[src/rtl/core/uart_tx_rx_ring_buffers_defines.svh]
// Assertion macros for the UART ring buffer block.
// Included by the top level; no other dependencies.
`ifndef UART_TX_RX_RING_BUFFERS_DEFINES_SVH
`define UART_TX_RX_RING_BUFFERS_DEFINES_SVH
`ifndef SYNTH
`define UTRB_ASSERT_NOW(lbl, ante, cons, msg) \
    lbl: assert property (@(posedge i_clk) disable iff (!i_rst_n) (ante) |-> (cons)) \
        else $error(msg);
`define UTRB_ASSERT_NEXT(lbl, ante, cons, msg) \
    lbl: assert property (@(posedge i_clk) disable iff (!i_rst_n) (ante) |=> (cons)) \
        else $error(msg);
`else
`define UTRB_ASSERT_NOW(lbl, ante, cons, msg)
`define UTRB_ASSERT_NEXT(lbl, ante, cons, msg)
`endif
`endif

[src/rtl/core/utrb_pkg.sv]
// Shared types and constants for the UART ring buffer block.
// No dependencies.
package utrb_pkg;

    typedef enum logic [1:0] {
        OP_DEVICE = 2'd0,
        OP_PUT    = 2'd1,
        OP_GET    = 2'd2,
        OP_CLEAR  = 2'd3
    } t_opcode;

    localparam int unsigned FILL_W = 7;

endpackage

[src/rtl/core/uart_tx_rx_ring_buffers.sv]
// Receive and transmit byte rings between a serial port and software.
// Depends on utrb_pkg and uart_tx_rx_ring_buffers_defines.svh.
//
//  channel  | handshake            | fields
//  ---------+----------------------+----------------------------------------------
//  command  | start, busy          | i_opcode i_rx_ready i_rx_byte i_tx_ready
//           |                      | i_put_byte
//  result   | o_valid (one cycle)  | o_tx_valid o_tx_byte o_get_valid o_get_byte
//           |                      | o_put_accepted o_rx_dropped o_tx_irq_enable
//           |                      | o_rx_fill o_tx_fill
//
// One command is taken every cycle and busy stays low. Each result is shown
// after its command passes the input register and then the ring update, whose
// single write port and registered read port per ring set that rate.
// Reset clears pointers, levels and the interrupt enable; ring contents are not
// cleared. The receiver cannot stall, so nothing ever holds a command off.
`include "uart_tx_rx_ring_buffers_defines.svh"

module uart_tx_rx_ring_buffers
    import utrb_pkg::*;
#(
    parameter int unsigned RX_DEPTH = 64,
    parameter int unsigned TX_DEPTH = 64
) (
    input  logic              i_clk,
    input  logic              i_rst_n,
    input  logic              start,
    output logic              busy,
    input  logic [1:0]        i_opcode,
    input  logic              i_rx_ready,
    input  logic [7:0]        i_rx_byte,
    input  logic              i_tx_ready,
    input  logic [7:0]        i_put_byte,
    output logic              o_valid,
    output logic              o_tx_valid,
    output logic [7:0]        o_tx_byte,
    output logic              o_get_valid,
    output logic [7:0]        o_get_byte,
    output logic              o_put_accepted,
    output logic              o_rx_dropped,
    output logic              o_tx_irq_enable,
    output logic [FILL_W-1:0] o_rx_fill,
    output logic [FILL_W-1:0] o_tx_fill
);

    localparam int unsigned RX_PW = (RX_DEPTH > 1) ? $clog2(RX_DEPTH) : 1;
    localparam int unsigned TX_PW = (TX_DEPTH > 1) ? $clog2(TX_DEPTH) : 1;
    localparam int unsigned RX_LW = $clog2(RX_DEPTH + 1);
    localparam int unsigned TX_LW = $clog2(TX_DEPTH + 1);

    logic [7:0] rx_mem [RX_DEPTH];
    logic [7:0] tx_mem [TX_DEPTH];

    logic       r_in_vld;
    t_opcode    r_opcode;
    logic       r_rx_ready;
    logic [7:0] r_rx_byte;
    logic       r_tx_ready;
    logic [7:0] r_put_byte;

    logic [RX_PW-1:0] r_rx_head, r_rx_tail, n_rx_head, n_rx_tail;
    logic [RX_LW-1:0] r_rx_level, n_rx_level;
    logic [TX_PW-1:0] r_tx_head, r_tx_tail, n_tx_head, n_tx_tail;
    logic [TX_LW-1:0] r_tx_level, n_tx_level;
    logic             r_tx_int_on, n_tx_int_on;

    logic       r_out_vld;
    logic       r_tx_valid, n_tx_valid;
    logic       r_get_valid, n_get_valid;
    logic       r_put_acc, n_put_acc;
    logic       r_drop, n_drop;
    logic       n_rx_wr, n_tx_wr;
    logic [7:0] r_rx_rdata, r_tx_rdata;

    logic rx_full, tx_full, rx_empty, tx_empty;

    assign busy     = 1'b0;
    assign rx_full  = (r_rx_level == RX_LW'(RX_DEPTH));
    assign tx_full  = (r_tx_level == TX_LW'(TX_DEPTH));
    assign rx_empty = (r_rx_level == '0);
    assign tx_empty = (r_tx_level == '0);

    always_comb begin
        n_rx_head   = r_rx_head;
        n_rx_tail   = r_rx_tail;
        n_rx_level  = r_rx_level;
        n_tx_head   = r_tx_head;
        n_tx_tail   = r_tx_tail;
        n_tx_level  = r_tx_level;
        n_tx_int_on = r_tx_int_on;
        n_tx_valid  = 1'b0;
        n_get_valid = 1'b0;
        n_put_acc   = 1'b0;
        n_drop      = 1'b0;
        n_rx_wr     = 1'b0;
        n_tx_wr     = 1'b0;
        if (r_in_vld) begin
            case (r_opcode)
                OP_DEVICE: begin
                    if (r_rx_ready) begin
                        if (!rx_full) begin
                            n_rx_wr    = 1'b1;
                            n_rx_head  = (r_rx_head == RX_PW'(RX_DEPTH - 1)) ?
                                         '0 : r_rx_head + RX_PW'(1);
                            n_rx_level = r_rx_level + RX_LW'(1);
                        end else begin
                            n_drop = 1'b1;
                        end
                    end
                    if (r_tx_ready) begin
                        if (!tx_empty) begin
                            n_tx_valid = 1'b1;
                            n_tx_tail  = (r_tx_tail == TX_PW'(TX_DEPTH - 1)) ?
                                         '0 : r_tx_tail + TX_PW'(1);
                            n_tx_level = r_tx_level - TX_LW'(1);
                        end else begin
                            n_tx_int_on = 1'b0;
                        end
                    end
                end
                OP_PUT: begin
                    if (!tx_full) begin
                        n_tx_wr     = 1'b1;
                        n_tx_head   = (r_tx_head == TX_PW'(TX_DEPTH - 1)) ?
                                      '0 : r_tx_head + TX_PW'(1);
                        n_tx_level  = r_tx_level + TX_LW'(1);
                        n_tx_int_on = 1'b1;
                        n_put_acc   = 1'b1;
                    end
                end
                OP_GET: begin
                    if (!rx_empty) begin
                        n_get_valid = 1'b1;
                        n_rx_tail   = (r_rx_tail == RX_PW'(RX_DEPTH - 1)) ?
                                      '0 : r_rx_tail + RX_PW'(1);
                        n_rx_level  = r_rx_level - RX_LW'(1);
                    end
                end
                OP_CLEAR: begin
                    n_rx_head  = '0;
                    n_rx_tail  = '0;
                    n_rx_level = '0;
                    n_tx_head  = '0;
                    n_tx_tail  = '0;
                    n_tx_level = '0;
                end
                default: begin
                    n_rx_head = r_rx_head;
                end
            endcase
        end
    end

    always_ff @(posedge i_clk) begin
        r_opcode   <= t_opcode'(i_opcode);
        r_rx_ready <= i_rx_ready;
        r_rx_byte  <= i_rx_byte;
        r_tx_ready <= i_tx_ready;
        r_put_byte <= i_put_byte;

        r_tx_valid  <= n_tx_valid;
        r_get_valid <= n_get_valid;
        r_put_acc   <= n_put_acc;
        r_drop      <= n_drop;

        if (!i_rst_n) begin
            r_in_vld    <= 1'b0;
            r_out_vld   <= 1'b0;
            r_rx_head   <= '0;
            r_rx_tail   <= '0;
            r_rx_level  <= '0;
            r_tx_head   <= '0;
            r_tx_tail   <= '0;
            r_tx_level  <= '0;
            r_tx_int_on <= 1'b0;
        end else begin
            r_in_vld    <= start && !busy;
            r_out_vld   <= r_in_vld;
            r_rx_head   <= n_rx_head;
            r_rx_tail   <= n_rx_tail;
            r_rx_level  <= n_rx_level;
            r_tx_head   <= n_tx_head;
            r_tx_tail   <= n_tx_tail;
            r_tx_level  <= n_tx_level;
            r_tx_int_on <= n_tx_int_on;
        end
    end

    always_ff @(posedge i_clk) begin
        if (n_rx_wr) begin
            rx_mem[r_rx_head] <= r_rx_byte;
        end
        r_rx_rdata <= rx_mem[r_rx_tail];
    end

    always_ff @(posedge i_clk) begin
        if (n_tx_wr) begin
            tx_mem[r_tx_head] <= r_put_byte;
        end
        r_tx_rdata <= tx_mem[r_tx_tail];
    end

    assign o_valid         = r_out_vld;
    assign o_tx_valid      = r_tx_valid;
    assign o_tx_byte       = r_tx_valid ? r_tx_rdata : 8'd0;
    assign o_get_valid     = r_get_valid;
    assign o_get_byte      = r_get_valid ? r_rx_rdata : 8'd0;
    assign o_put_accepted  = r_put_acc;
    assign o_rx_dropped    = r_drop;
    assign o_tx_irq_enable = r_tx_int_on;
    assign o_rx_fill       = FILL_W'(r_rx_level);
    assign o_tx_fill       = FILL_W'(r_tx_level);

    `UTRB_ASSERT_NEXT(a_result_follows, start && !busy, ##1 o_valid, "result beat missing")
    `UTRB_ASSERT_NOW(a_level_bound, 1'b1,
        r_rx_level <= RX_LW'(RX_DEPTH) && r_tx_level <= TX_LW'(TX_DEPTH), "ring level overflow")
    `UTRB_ASSERT_NOW(a_put_sets_irq, o_valid && o_put_accepted, o_tx_irq_enable,
        "accepted put left transmit interrupt disabled")
    `UTRB_ASSERT_NOW(a_drop_when_full, o_valid && o_rx_dropped, r_rx_level == RX_LW'(RX_DEPTH),
        "received byte dropped while ring had room")

endmodule
[config.mk]
export PLATFORM = sky130hd
export DESIGN_NAME = uart_tx_rx_ring_buffers
export DESIGN_NICKNAME = d
export VERILOG_FILES = /design/src/rtl/core/utrb_pkg.sv /design/src/rtl/core/uart_tx_rx_ring_buffers.sv
export VERILOG_INCLUDE_DIRS = /design/src /design/src/rtl/core
export SDC_FILE = /design/constraint.sdc
export NUM_CORES = 1
export LEC_CHECK = 0
export BUFFER_PORTS_ARGS = -buffer_cell sky130_fd_sc_hd__buf_2
export CAP_MARGIN = 15
export CORE_MARGIN = 5
export CORE_UTILIZATION = 55
export CTS_CLUSTER_SIZE = 16
export DETAILED_ROUTE_END_ITERATION = 10
export PLACE_DENSITY = 0.72
export SETUP_SLACK_MARGIN = 0.02
export SLEW_MARGIN = 40
export SYNTH_ARGS = -nofsm -noshare
export SYNTH_HDL_FRONTEND = slang
export SYNTH_SLANG_ARGS = --single-unit
export TNS_END_PERCENT = 50
[constraint.sdc]
create_clock -name i_clk -period 6.2 [get_ports i_clk]
set_input_delay 0.31 -clock i_clk [delete_from_list [all_inputs] [get_ports i_clk]]
set_output_delay 0.31 -clock i_clk [all_outputs]
set_load 0.005 [all_outputs]
=== After elaboration in Yosys (flattened, before gate mapping) ===
Memories as Yosys holds them, arrays and structs flattened. A register that Yosys moved wholly into a read port is not among the register bits.
Cells that the tools add are included.
Widths: inputs -> output; s select.

* Register bits: 65
* RAM bits: 1,024
* Input bits: 23
* Memories: 2

{| class="wikitable"
|+ Memory list
! memory !! words !! bits a word !! read ports !! clocked after Yosys merged registers in !! write ports !! RTL line !! text
|-
| rx_mem || 64 || 8 || 1 || 1 || 1 || uart_tx_rx_ring_buffers.sv:51 || <nowiki>logic [7:0] rx_mem [RX_DEPTH];</nowiki>
|-
| tx_mem || 64 || 8 || 1 || 1 || 1 || uart_tx_rx_ring_buffers.sv:52 || <nowiki>logic [7:0] tx_mem [TX_DEPTH];</nowiki>
|}

* $add $sub $neg: 8
* Eq/ne operators: 16
* Multiplexer cells: 42
* Reductions and logical operators: 19

{| class="wikitable"
|+ Operators with widths
! operator !! number
|-
| $mux 6 || 10
|-
| $pmux 6 s2 || 4
|-
| $mux 7 || 6
|-
| $pmux 7 s3 || 2
|-
| $add 6x1->6 const B || 4
|-
| $eq 6x6->1 const B || 4
|-
| $mux 1 || 17
|-
| $mux 8 || 2
|-
| $reduce_and 5->1 || 3
|-
| $add 7x1->7 const B || 2
|-
| $eq 7x7->1 const B || 2
|-
| $logic_not 7->1 || 2
|-
| $ne 2x2->1 const B || 7
|-
| $sub 7x1->7 const B || 2
|-
| $reduce_and 3->1 || 4
|-
| $reduce_and 4->1 || 2
|-
| $reduce_bool 2->1 || 4
|-
| $reduce_bool 3->1 || 2
|-
| $eq 2x2->1 const B || 2
|-
| $eq 2x1->1 const B || 1
|-
| $logic_not 2->1 || 1
|-
| $pmux 1 s2 || 1
|-
| $reduce_and 2->1 || 1
|}

=== Longest topological paths before layout ===
Gate-level depths: netlist of run 1.

* Word-level depth: 7
* Depth in mapped cells: 12
* Gate-level depth less buffers: 10

=== Worst setup path after synthesis of run 1 ===
OpenSTA, ideal clock, no wires.

* Path type: register to register
* From: register r_opcode[0]
* To: register r_rx_level[6], in the netlist o_rx_fill[6]
* Library setup time: 0.116 ns
* Data arrival time: 2.474 ns
* Setup slack: 3.610 ns
* Cell stages (with the launch flop): 13
* Buffers on the path: 2
* Period minus slack after synthesis: 2.590 ns
* Cell sequence: dfxtp_1 inv_1 ha_1 clkbuf_1 clkbuf_1 xor2_1 ha_1 a21oi_1 o211ai_1 o21ai_1 nor2b_1 xnor2_1 a41o_1

* Longest elaborated chain between the ends: 3

{| class="wikitable"
|+ RTL lines
! item !! RTL line !! text
|-
| from (decl) || uart_tx_rx_ring_buffers.sv:55 || <nowiki>t_opcode r_opcode;</nowiki>
|-
| from (signal assigned) || uart_tx_rx_ring_buffers.sv:155 || <nowiki>r_opcode <= t_opcode'(i_opcode);</nowiki>
|-
| $eq 2x2->1 or $logic_not 2->1 (tied branches) || uart_tx_rx_ring_buffers.sv:98 || <nowiki>case (r_opcode)</nowiki>
|-
| $ne 2x2->1 (no source line) or $reduce_bool 3->1 (tied branches) || -- ||
|-
| $reduce_and 5->1 (no source line) || -- ||
|-
| to (signal assigned) || uart_tx_rx_ring_buffers.sv:181 || <nowiki>r_rx_level <= n_rx_level;</nowiki>
|-
| to (decl) || uart_tx_rx_ring_buffers.sv:62 || <nowiki>logic [RX_LW-1:0] r_rx_level, n_rx_level;</nowiki>
|}

Several ways; a longest one is shown, not always the timed one.
A chain may end at the register's enable or synchronous reset.

=== Worst setup path after layout of run 1 ===
* From: register r_opcode[1]
* To: memory tx_mem[22][3], enable pin

* Longest elaborated chain between the ends: 5

{| class="wikitable"
|+ RTL lines
! item !! RTL line !! text
|-
| $eq 2x1->1 || uart_tx_rx_ring_buffers.sv:98 ||
|-
| $mux 1 || uart_tx_rx_ring_buffers.sv:98 ||
|-
| $mux 1 || -- ||
|-
| $mux 1 || uart_tx_rx_ring_buffers.sv:197 || <nowiki>if (n_tx_wr) begin</nowiki>
|-
| $mux 1 (not written as such) || uart_tx_rx_ring_buffers.sv:198 || <nowiki>tx_mem[r_tx_head] <= r_put_byte;</nowiki>
|-
| to (decl) || uart_tx_rx_ring_buffers.sv:52 ||
|}

No other way between the ends.

==> key figures, run 1 <==
Detailed routing
  • WL/cell: 28.48 um
  • Vias per cell: 6.390
  • Drt total wl: slightly below 100,000 um
  • DRC: 0
  • Total number of vias: approximately 22,000
  • Drt pass-1 iters: 5
  • Routed Antenna Nets: 0
  • Initial DRC count: 2,695

Yosys
  • Fraction of the yosys area taken by sequential cells: 0.7474
  • #FFs+latches synth: roughly 1,100
  • Unique cell type count in the Yosys netlist: 71
  • Mapped Avg Cell Area: 19.60 sq um
  • Top FF cell, synth: edfxtp_1
  • Post-synth ARST share: 0
  • Post-synth EDFFs: 1,024
  • Synth Instances: 2,210
  • Ys Warns: 0
  • Synth Net Count: 2,251
  • Mapped Area: 0.04331 sq mm

GRT
  • Initial antenna violation count: 1
  • Vias in the first global route: ~22,000
  • Total GRT Usage: 0.2302
  • First-pass GRT wire length: 146,400 um
  • Overflow after GRT: 0
  • Largest net degree at the start of global routing: 65

Die
  • Initial Util: 0.5518
  • Chip Height: slightly below 300 um
  • Core Area: 0.07848 sq mm
  • Die Area: 0.08446 sq mm
  • # rows: 103
  • Ports: 60
  • Die W: 290.6 um

Power and ir drop
  • Psw: 3.092 mW
  • Clock power frac: 0.434
  • Switching portion of total power: 0.2031
  • Peak supply drop: 0.2517 mV
  • Power Dens Cells: 314.4 mW/mm^2
  • Seq pwr share: 0.544
  • Leak: ~15 nW
  • Logic pwr share: 0.022
  • Int Pwr: ~12 mW

STA
  • Measured slew at the worst slew-check pin: 0.8836 ns
  • Setup TNS: 0 ns
  • Tmin final: 3.627 ns
  • Max-slew violations: 0
  • Hold Vio Cnt, Final: 0
  • Tcrit/Tclk final: 0.5850
  • Clock Skew: roughly 0.053 ns
  • Unrepaired setup endpoints after global routing: false
  • Max Clk Rate: 275.7 MHz
  • Rel. slew slack: 0.4103
  • Setup violators final: 0

Critical path
  • Crit path required time: 6.50 ns
  • Setup Crit Path Kind: reg2reg
  • Worst Path Arrival: 3.92 ns
  • Setup crit start kind: flop
  • CP max FO: 10
  • Critical Path End Type: flop

Finish
  • Design area: just under 0.05 sq mm
  • Area grow syn2layout: 11.84%
  • Final #Nets: 2,331
  • Layout cell share with drive strength beyond 1: 0.2480
  • # diodes: 0

Placed design
  • GP Congestion: 0.8337
  • Post-detail-place hpwl: 58,680 um
  • Placement Cell Area: 0.04451 sq mm
  • I/O Buffers: 58

Clock tree
  • Clk slew on worst S/H paths: 0.06 ns
  • Number of buffers created by CTS: 107
  • TritonCTS clock tree: built
  • Sink Count: 1,105
  • H-Tree Depth: 3
  • Clock Latency Late Sink: between 0.6 and 0.7 ns
  • Clk root buf: clkbuf_16
  • Max clock buf depth: 3

Min path
  • Hold Crit Class: in2reg

Run status
  • Status: finished, final reports clean

Flow run
  • Max Cap Viol: 0
==> placed cells by master, fill, tap and decap left out, drive strengths merged, types with 21 or more instances in the layout <==
cell type	count
dlygate4sd3	21
clkbuf	137
dfxtp	81
and2	21
a21oi	47
nand2	73
mux2i	64
mux4	270
clkinv	46
edfxtp	1024
nor2	186
nand3	28
buf	76
o21ai	55
==> state kept, by name, indices dropped and copies added, names as in the netlist, 6 cells and up <==
name        flops
r_tx_head       6
r_put_byte      8
o_tx_fill       7
r_rx_byte       8
o_rx_fill       7
r_tx_tail       6
tx_mem        512
r_tx_rdata      8
r_rx_rdata      8
r_rx_tail       6
rx_mem        512
r_rx_head       6
==> metal layers <==
layer | global-route usage | vias up | wire length, um
met5 | 0 | - | 0
met4 | 0.08213 | 0 | 3647
met1 | 0.3154 | 11470 | 37590
li1 | - | 9169 | -
met2 | 0.3778 | 1104 | 48830
met3 | 0.04325 | 196 | 7703
==> layout make-up <==
cell class                 count  area, sq um
clock buffer                 137         2892
inverter                      16        61.31
fill                        5350        30050
tap                         1050         1314
sequential                  1105        32440
timing repair buffer          97        668.1
clock inverter                65        732.0
multi-input combinational    963        10320
==> repair_timing <==
| item | CTS | global route |
|---|---|---|
| hold endpoints to repair | 21 | 0 |
| setup endpoints to repair | 0 | 0 |
| gates resized for setup | 0 | 0 |
| buffers inserted | 0 | 0 |
| hold buffers | 21 | 0 |
==> synth_stat cells (4+ instances only) <==
master | number | area share
o22ai_1 | 13 | 0.0019
o21ai_0 | 45 | 0.0052
buf_1 | 12 | 0.0010
a21oi_1 | 47 | 0.0054
buf_4 | 13 | 0.0023
or3_1 | 13 | 0.0019
o21a_1 | 4 | 0.00069
a211oi_1 | 8 | 0.0014
and3_1 | 5 | 0.00072
a31oi_1 | 6 | 0.00087
dfxtp_1 | 81 | 0.037
nor3_1 | 11 | 0.0013
inv_1 | 15 | 0.0013
a221oi_1 | 9 | 0.0018
nand2_1 | 73 | 0.0063
nand3_1 | 28 | 0.0032
clkbuf_1 | 65 | 0.0056
o221ai_1 | 12 | 0.0024
nand2b_1 | 8 | 0.0012
o21ai_1 | 10 | 0.0012
ha_1 | 17 | 0.0049
nor2_1 | 186 | 0.016
edfxtp_1 | 1024 | 0.71
nor2b_1 | 14 | 0.0020
mux2_2 | 9 | 0.0023
o211ai_1 | 4 | 0.00069
buf_6 | 10 | 0.0026
mux4_2 | 270 | 0.14
o41ai_1 | 4 | 0.00081
o31ai_1 | 4 | 0.00069
nand3b_1 | 11 | 0.0019
mux2i_1 | 64 | 0.015
xnor2_1 | 4 | 0.00081
buf_2 | 26 | 0.0030
or3b_2 | 4 | 0.00081
and2_1 | 21 | 0.0030
==> critical path, stage by stage (launching register included) <==
cell	delay (ns)
dfxtp_1	0.34
inv_1	0.09
ha_1	0.30
inv_1	0.24
a211oi_2	0.51
nor2b_1	0.31
nand3_1	0.64
nor2_1	0.81
==> worst paths after layout <==
path | start | end | slack [ns] | cells after the start
hold / removal | i_rst_n | r_rx_head[3]$_SDFFE_PN0P_ | 0.06 | 2
setup / recovery | r_opcode[1]$_DFF_P_ | tx_mem[22][3]$_DFFE_PP_ | 2.57 | 7
hold reg to reg | r_rx_tail[2]$_SDFFE_PN0P_ | r_rx_tail[2]$_SDFFE_PN0P_ | 0.52 | 2
setup reg to reg | r_opcode[1]$_DFF_P_ | tx_mem[22][3]$_DFFE_PP_ | 2.57 | 7
==> cells by family (layout without fill, tap and decap cells) <==
logic type	Yosys count	in the layout	synth area share
flip-flops	1105	1105	0.7474
AND/OR/NAND/NOR	393	393	0.04174
multiplexers	343	343	0.1575
AO/OA/AOI/OAI	201	201	0.03051
buffers and inverters	142	315	0.01592
adder cells (fa/ha/maj)	18	18	0.005373
XOR/XNOR	7	7	0.001416
other	1	1	0.00008658
==> power by group through the flow <==
stage / logic (mW) / registers [mW] / clock network [mW]
final: 0.336 / 8.28 / 6.61
after detailed placement: 0.320 / 8.45 / 0
after global routing: 0.364 / 8.29 / 7.02
after floorplan: 0.251 / 8.38 / 0
after CTS: 0.333 / 8.29 / 6.70
after global placement: 0.314 / 8.44 / 0
==> per-stage QoR <==
stage                     cells  setup slack [ns]    util  power [mW]  hold slack [ns]
after global placement     3209             2.710  0.5668       8.756           0.4140
after floorplan            2210             3.610       -       8.627           0.3377
after CTS                  3432             2.520  0.6159       15.32          0.01919
after global routing       3433             2.282  0.6172       15.67          0.03754
after detailed placement   3209             2.518  0.5671       8.768           0.4133
final                      3433             2.573  0.6172       15.23          0.05956
Note: power is estimated with default switching activity, not from simulation.
==> inputs of run 2 (changes only) <==
Clock period 6.2 ns to 3.6 ns, I/O delays scaled along.
==> run 2 against run 1 <==
Clock-buffer cell count up 6. Global-route usage up 0.46 points. Setup slack worse by 2.1 ns. Sequential power up 71%. Via count up 1.1%. Maximum frequency up 17%. Hold slack better by 0.072 ns. Clock power up 79%. Non-clock buffer count up 105. Utilization up 1.3 points. Die area unchanged. Largest cell class unchanged.
==> key figures, run 2 (synthesis gave the netlist of run 1 again) <==
Clock tree
  • Postcts setup bufs: 0 (unchanged)
  • H-Tree Depth: 3 (unchanged)
  • Max clock buf depth: 3 (unchanged)
  • TritonCTS clock tree: built
  • Clk root buf: clkbuf_16
  • Clock Latency Late Sink: 0.70 ns (about the same)
  • Number of buffers created by CTS: 108 (+0.93%)
  • Sink Count: 1,105 (unchanged)
  • CTS resizes: 0 (unchanged)
  • Clk slew on worst S/H paths: 0.06 ns (about the same)

Detailed routing
  • Initial DRC count: 2,607 (-3.3%)
  • Drt pass-1 iters: 8 (+3)
  • WL/cell: 28.06 um (-1.5%)
  • Drt total wl: 99,340 um (+1.6%)
  • Vias per cell: 6.265 (-2.0%)
  • Routed Antenna Nets: 0 (unchanged)
  • DRC: 0 (unchanged)
  • Total number of vias: 22,180 (+1.1%)

GRT
  • Largest net degree at the start of global routing: 54 (-17%)
  • Initial antenna violation count: 7 (+6)
  • Total GRT Usage: 0.2348 (+0.004635)
  • Overflow after GRT: 0 (unchanged)
  • Vias in the first global route: 22,640 (+2.3%)
  • First-pass GRT wire length: 149,100 um (+1.8%)

STA
  • Tmin final: 3.099 ns (-0.5278 ns)
  • Setup TNS: 0 ns (unchanged)
  • Max Clk Rate: 322.7 MHz (+17%)
  • Setup ws final: 0.5010 ns (-2.072 ns)
  • Clock Skew: 0.06974 ns (+0.01641 ns)
  • Max-slew violations: 0 (unchanged)
  • Unrepaired setup endpoints after global routing: false
  • Rel. slew slack: 0.4016 (-0.008726)
  • Measured slew at the worst slew-check pin: 0.8950 ns (+0.01136 ns)
  • Tcrit/Tclk final: 0.8608 (+0.2759)
  • Setup violators final: 0 (unchanged)
  • Hold Vio Cnt, Final: 0 (unchanged)

Power and ir drop
  • Clock power frac: 0.442 (+0.008)
  • Logic pwr share: 0.025 (+0.003)
  • Peak supply drop: 0.6075 mV (+140%)
  • Switching portion of total power: 0.2015 (-0.001516)
  • Psw: 5.374 mW (+74%)
  • Leak: 15.36 nW (+4.3%)
  • Int Pwr: 21.29 mW (+75%)
  • Seq pwr share: 0.533 (-0.011)
  • Power Dens Cells: 539.4 mW/mm^2 (+72%)

Min path
  • Hold Crit Depth: 2 (unchanged)
  • Startpoint of the worst hold path: i_rx_byte[6]
  • WHS Endpoint: r_rx_byte[6]$_DFF_P_
  • Hold Crit Class: in2reg

Finish
  • Layout cell share with drive strength beyond 1: 0.2693 (+0.02129)
  • Commonest cells after routing, fill and taps aside: edfxtp_1, mux4_2, nor2_1
  • Final #Nets: 2,437 (+4.5%)
  • Area grow syn2layout: 14.14%
  • Most common cell after layout, fill and taps aside: edfxtp_1
  • Top flop regs: rx_mem: 512 flops, tx_mem: 512 flops

Critical path
  • Critical Path Slowest Stage Cell: nor2_1
  • R2R depth: 7 (unchanged)
  • Crit path required time: 3.88 ns (-2.62 ns)
  • RR Startpoint: r_opcode[0]$_DFF_P_
  • Crit path largest cell delay: 0.73 ns (-0.08 ns)
  • RR Endpoint: rx_mem[30][2]$_DFFE_PP_
  • CP max FO: 8 (-2)
  • Reg2Reg Setup Slack: 0.50 ns (-2.07 ns)
  • Critical Path End Type: flop
  • Worst-path cell chain: inv_1 > ha_1 > nand3_1 > nand2b_1 > nor2_1 > nand3_1 > nor2_1
  • Setup Crit Path Kind: reg2reg
  • Setup crit start kind: flop
  • Worst Path Arrival: 3.38 ns (-0.54 ns)

Die
  • Ports: 60 (unchanged)
  • Die Area: 0.08446 sq mm (unchanged)
  • Die W: 290.6 um (unchanged)
  • Initial Util: 0.5518 (unchanged)
  • Chip Height: 290.6 um (unchanged)
  • # rows: 103 (unchanged)
  • Core Area: 0.07848 sq mm (unchanged)

Placed design
  • Place WS: 0.5889 ns (-1.929 ns)
  • GP Congestion: 0.8506 (+2.0%)
  • I/O Buffers: 58 (unchanged)
  • Post-detail-place hpwl: 62,250 um (+6.1%)

Run status
  • Status: finished, final reports clean

Flow run
  • Max Cap Viol: 0 (unchanged)
run 2: cell count changes in the layout (fill, tap and decap cells not counted), moves of 6 or more:
cell and delta:
dfxtp_4 -6, buf_12 +7, clkbuf_8 +6, clkinv_2 -13
buf_4 +98, nor2_1 +18, nor2_2 -18
run 2: worst max path at each step:
stage / to / slack, ns / start / cells after the start
after floorplan: o_rx_fill[6]$_SDFFE_PN0P_ / 1.01 / r_opcode[0]$_DFF_P_ / 12
after global placement: tx_mem[1][3]$_DFFE_PP_ / 0.69 / r_opcode[1]$_DFF_P_ / 7
after detailed placement: tx_mem[25][1]$_DFFE_PP_ / 0.59 / r_opcode[1]$_DFF_P_ / 7
after CTS: tx_mem[25][0]$_DFFE_PP_ / 0.56 / r_opcode[1]$_DFF_P_ / 7
after global routing: tx_mem[49][6]$_DFFE_PP_ / 0.38 / r_opcode[1]$_DFF_P_ / 7
final: rx_mem[30][2]$_DFFE_PP_ / 0.50 / r_opcode[0]$_DFF_P_ / 7
run 2: through the flow:
step	area (sq um)	utilization	std cells	power, mW	hold WS (ns)
detailed placement	45370	0.5781	3313	15.14	0.2833
global route	49430	0.6298	3538	27.48	0.1144
finish	49430	0.6298	3540	26.66	0.1311
CTS	49410	0.6296	3538	26.84	0.09564
global placement	45340	0.5777	3313	15.11	0.2828
floorplan	43310	-	2210	14.86	0.2077
run 2: layout make-up:
class / instances / area [sq um]
clock inverters: 59 / 832.0
diodes: 2 / 5.005
repair buffers: 202 / 1541
flip-flops and latches: 1105 / 32430
multi-input cells: 963 / 10280
clock buffers: 143 / 2974
inverters: 16 / 60.06
fillers: 5246 / 29050
well taps: 1050 / 1314
run 2: repair_timing:
action / CTS / global route
hold endpoints to repair: 34 / 0
endpoints found under the setup margin: 0 / 0
hold buffers: 23 / 0
run 2: critical path, delay by kind of cell (launching register included):
family / cells / cell delay, ns
simple gates: 5 / 1.92
fa+ha+maj: 1 / 0.36
flops: 1 / 0.33
buf+inv: 1 / 0.11
run 2: per-layer routing:
layer	wire [um]	track usage	up-vias
met5	13	0	-
met4	3546	0.07702	2
met3	7385	0.03859	194
met2	50460	0.3972	1055
met1	37940	0.3177	11530
li1	-	-	9400
run 2: power groups by stage:
stage	clock network [mW]	logic [mW]	registers, mW
after floorplan	0	0.433	14.4
after global placement	0	0.640	14.5
after detailed placement	0	0.656	14.5
after CTS	12.0	0.680	14.2
after global routing	12.5	0.726	14.2
final	11.8	0.675	14.2
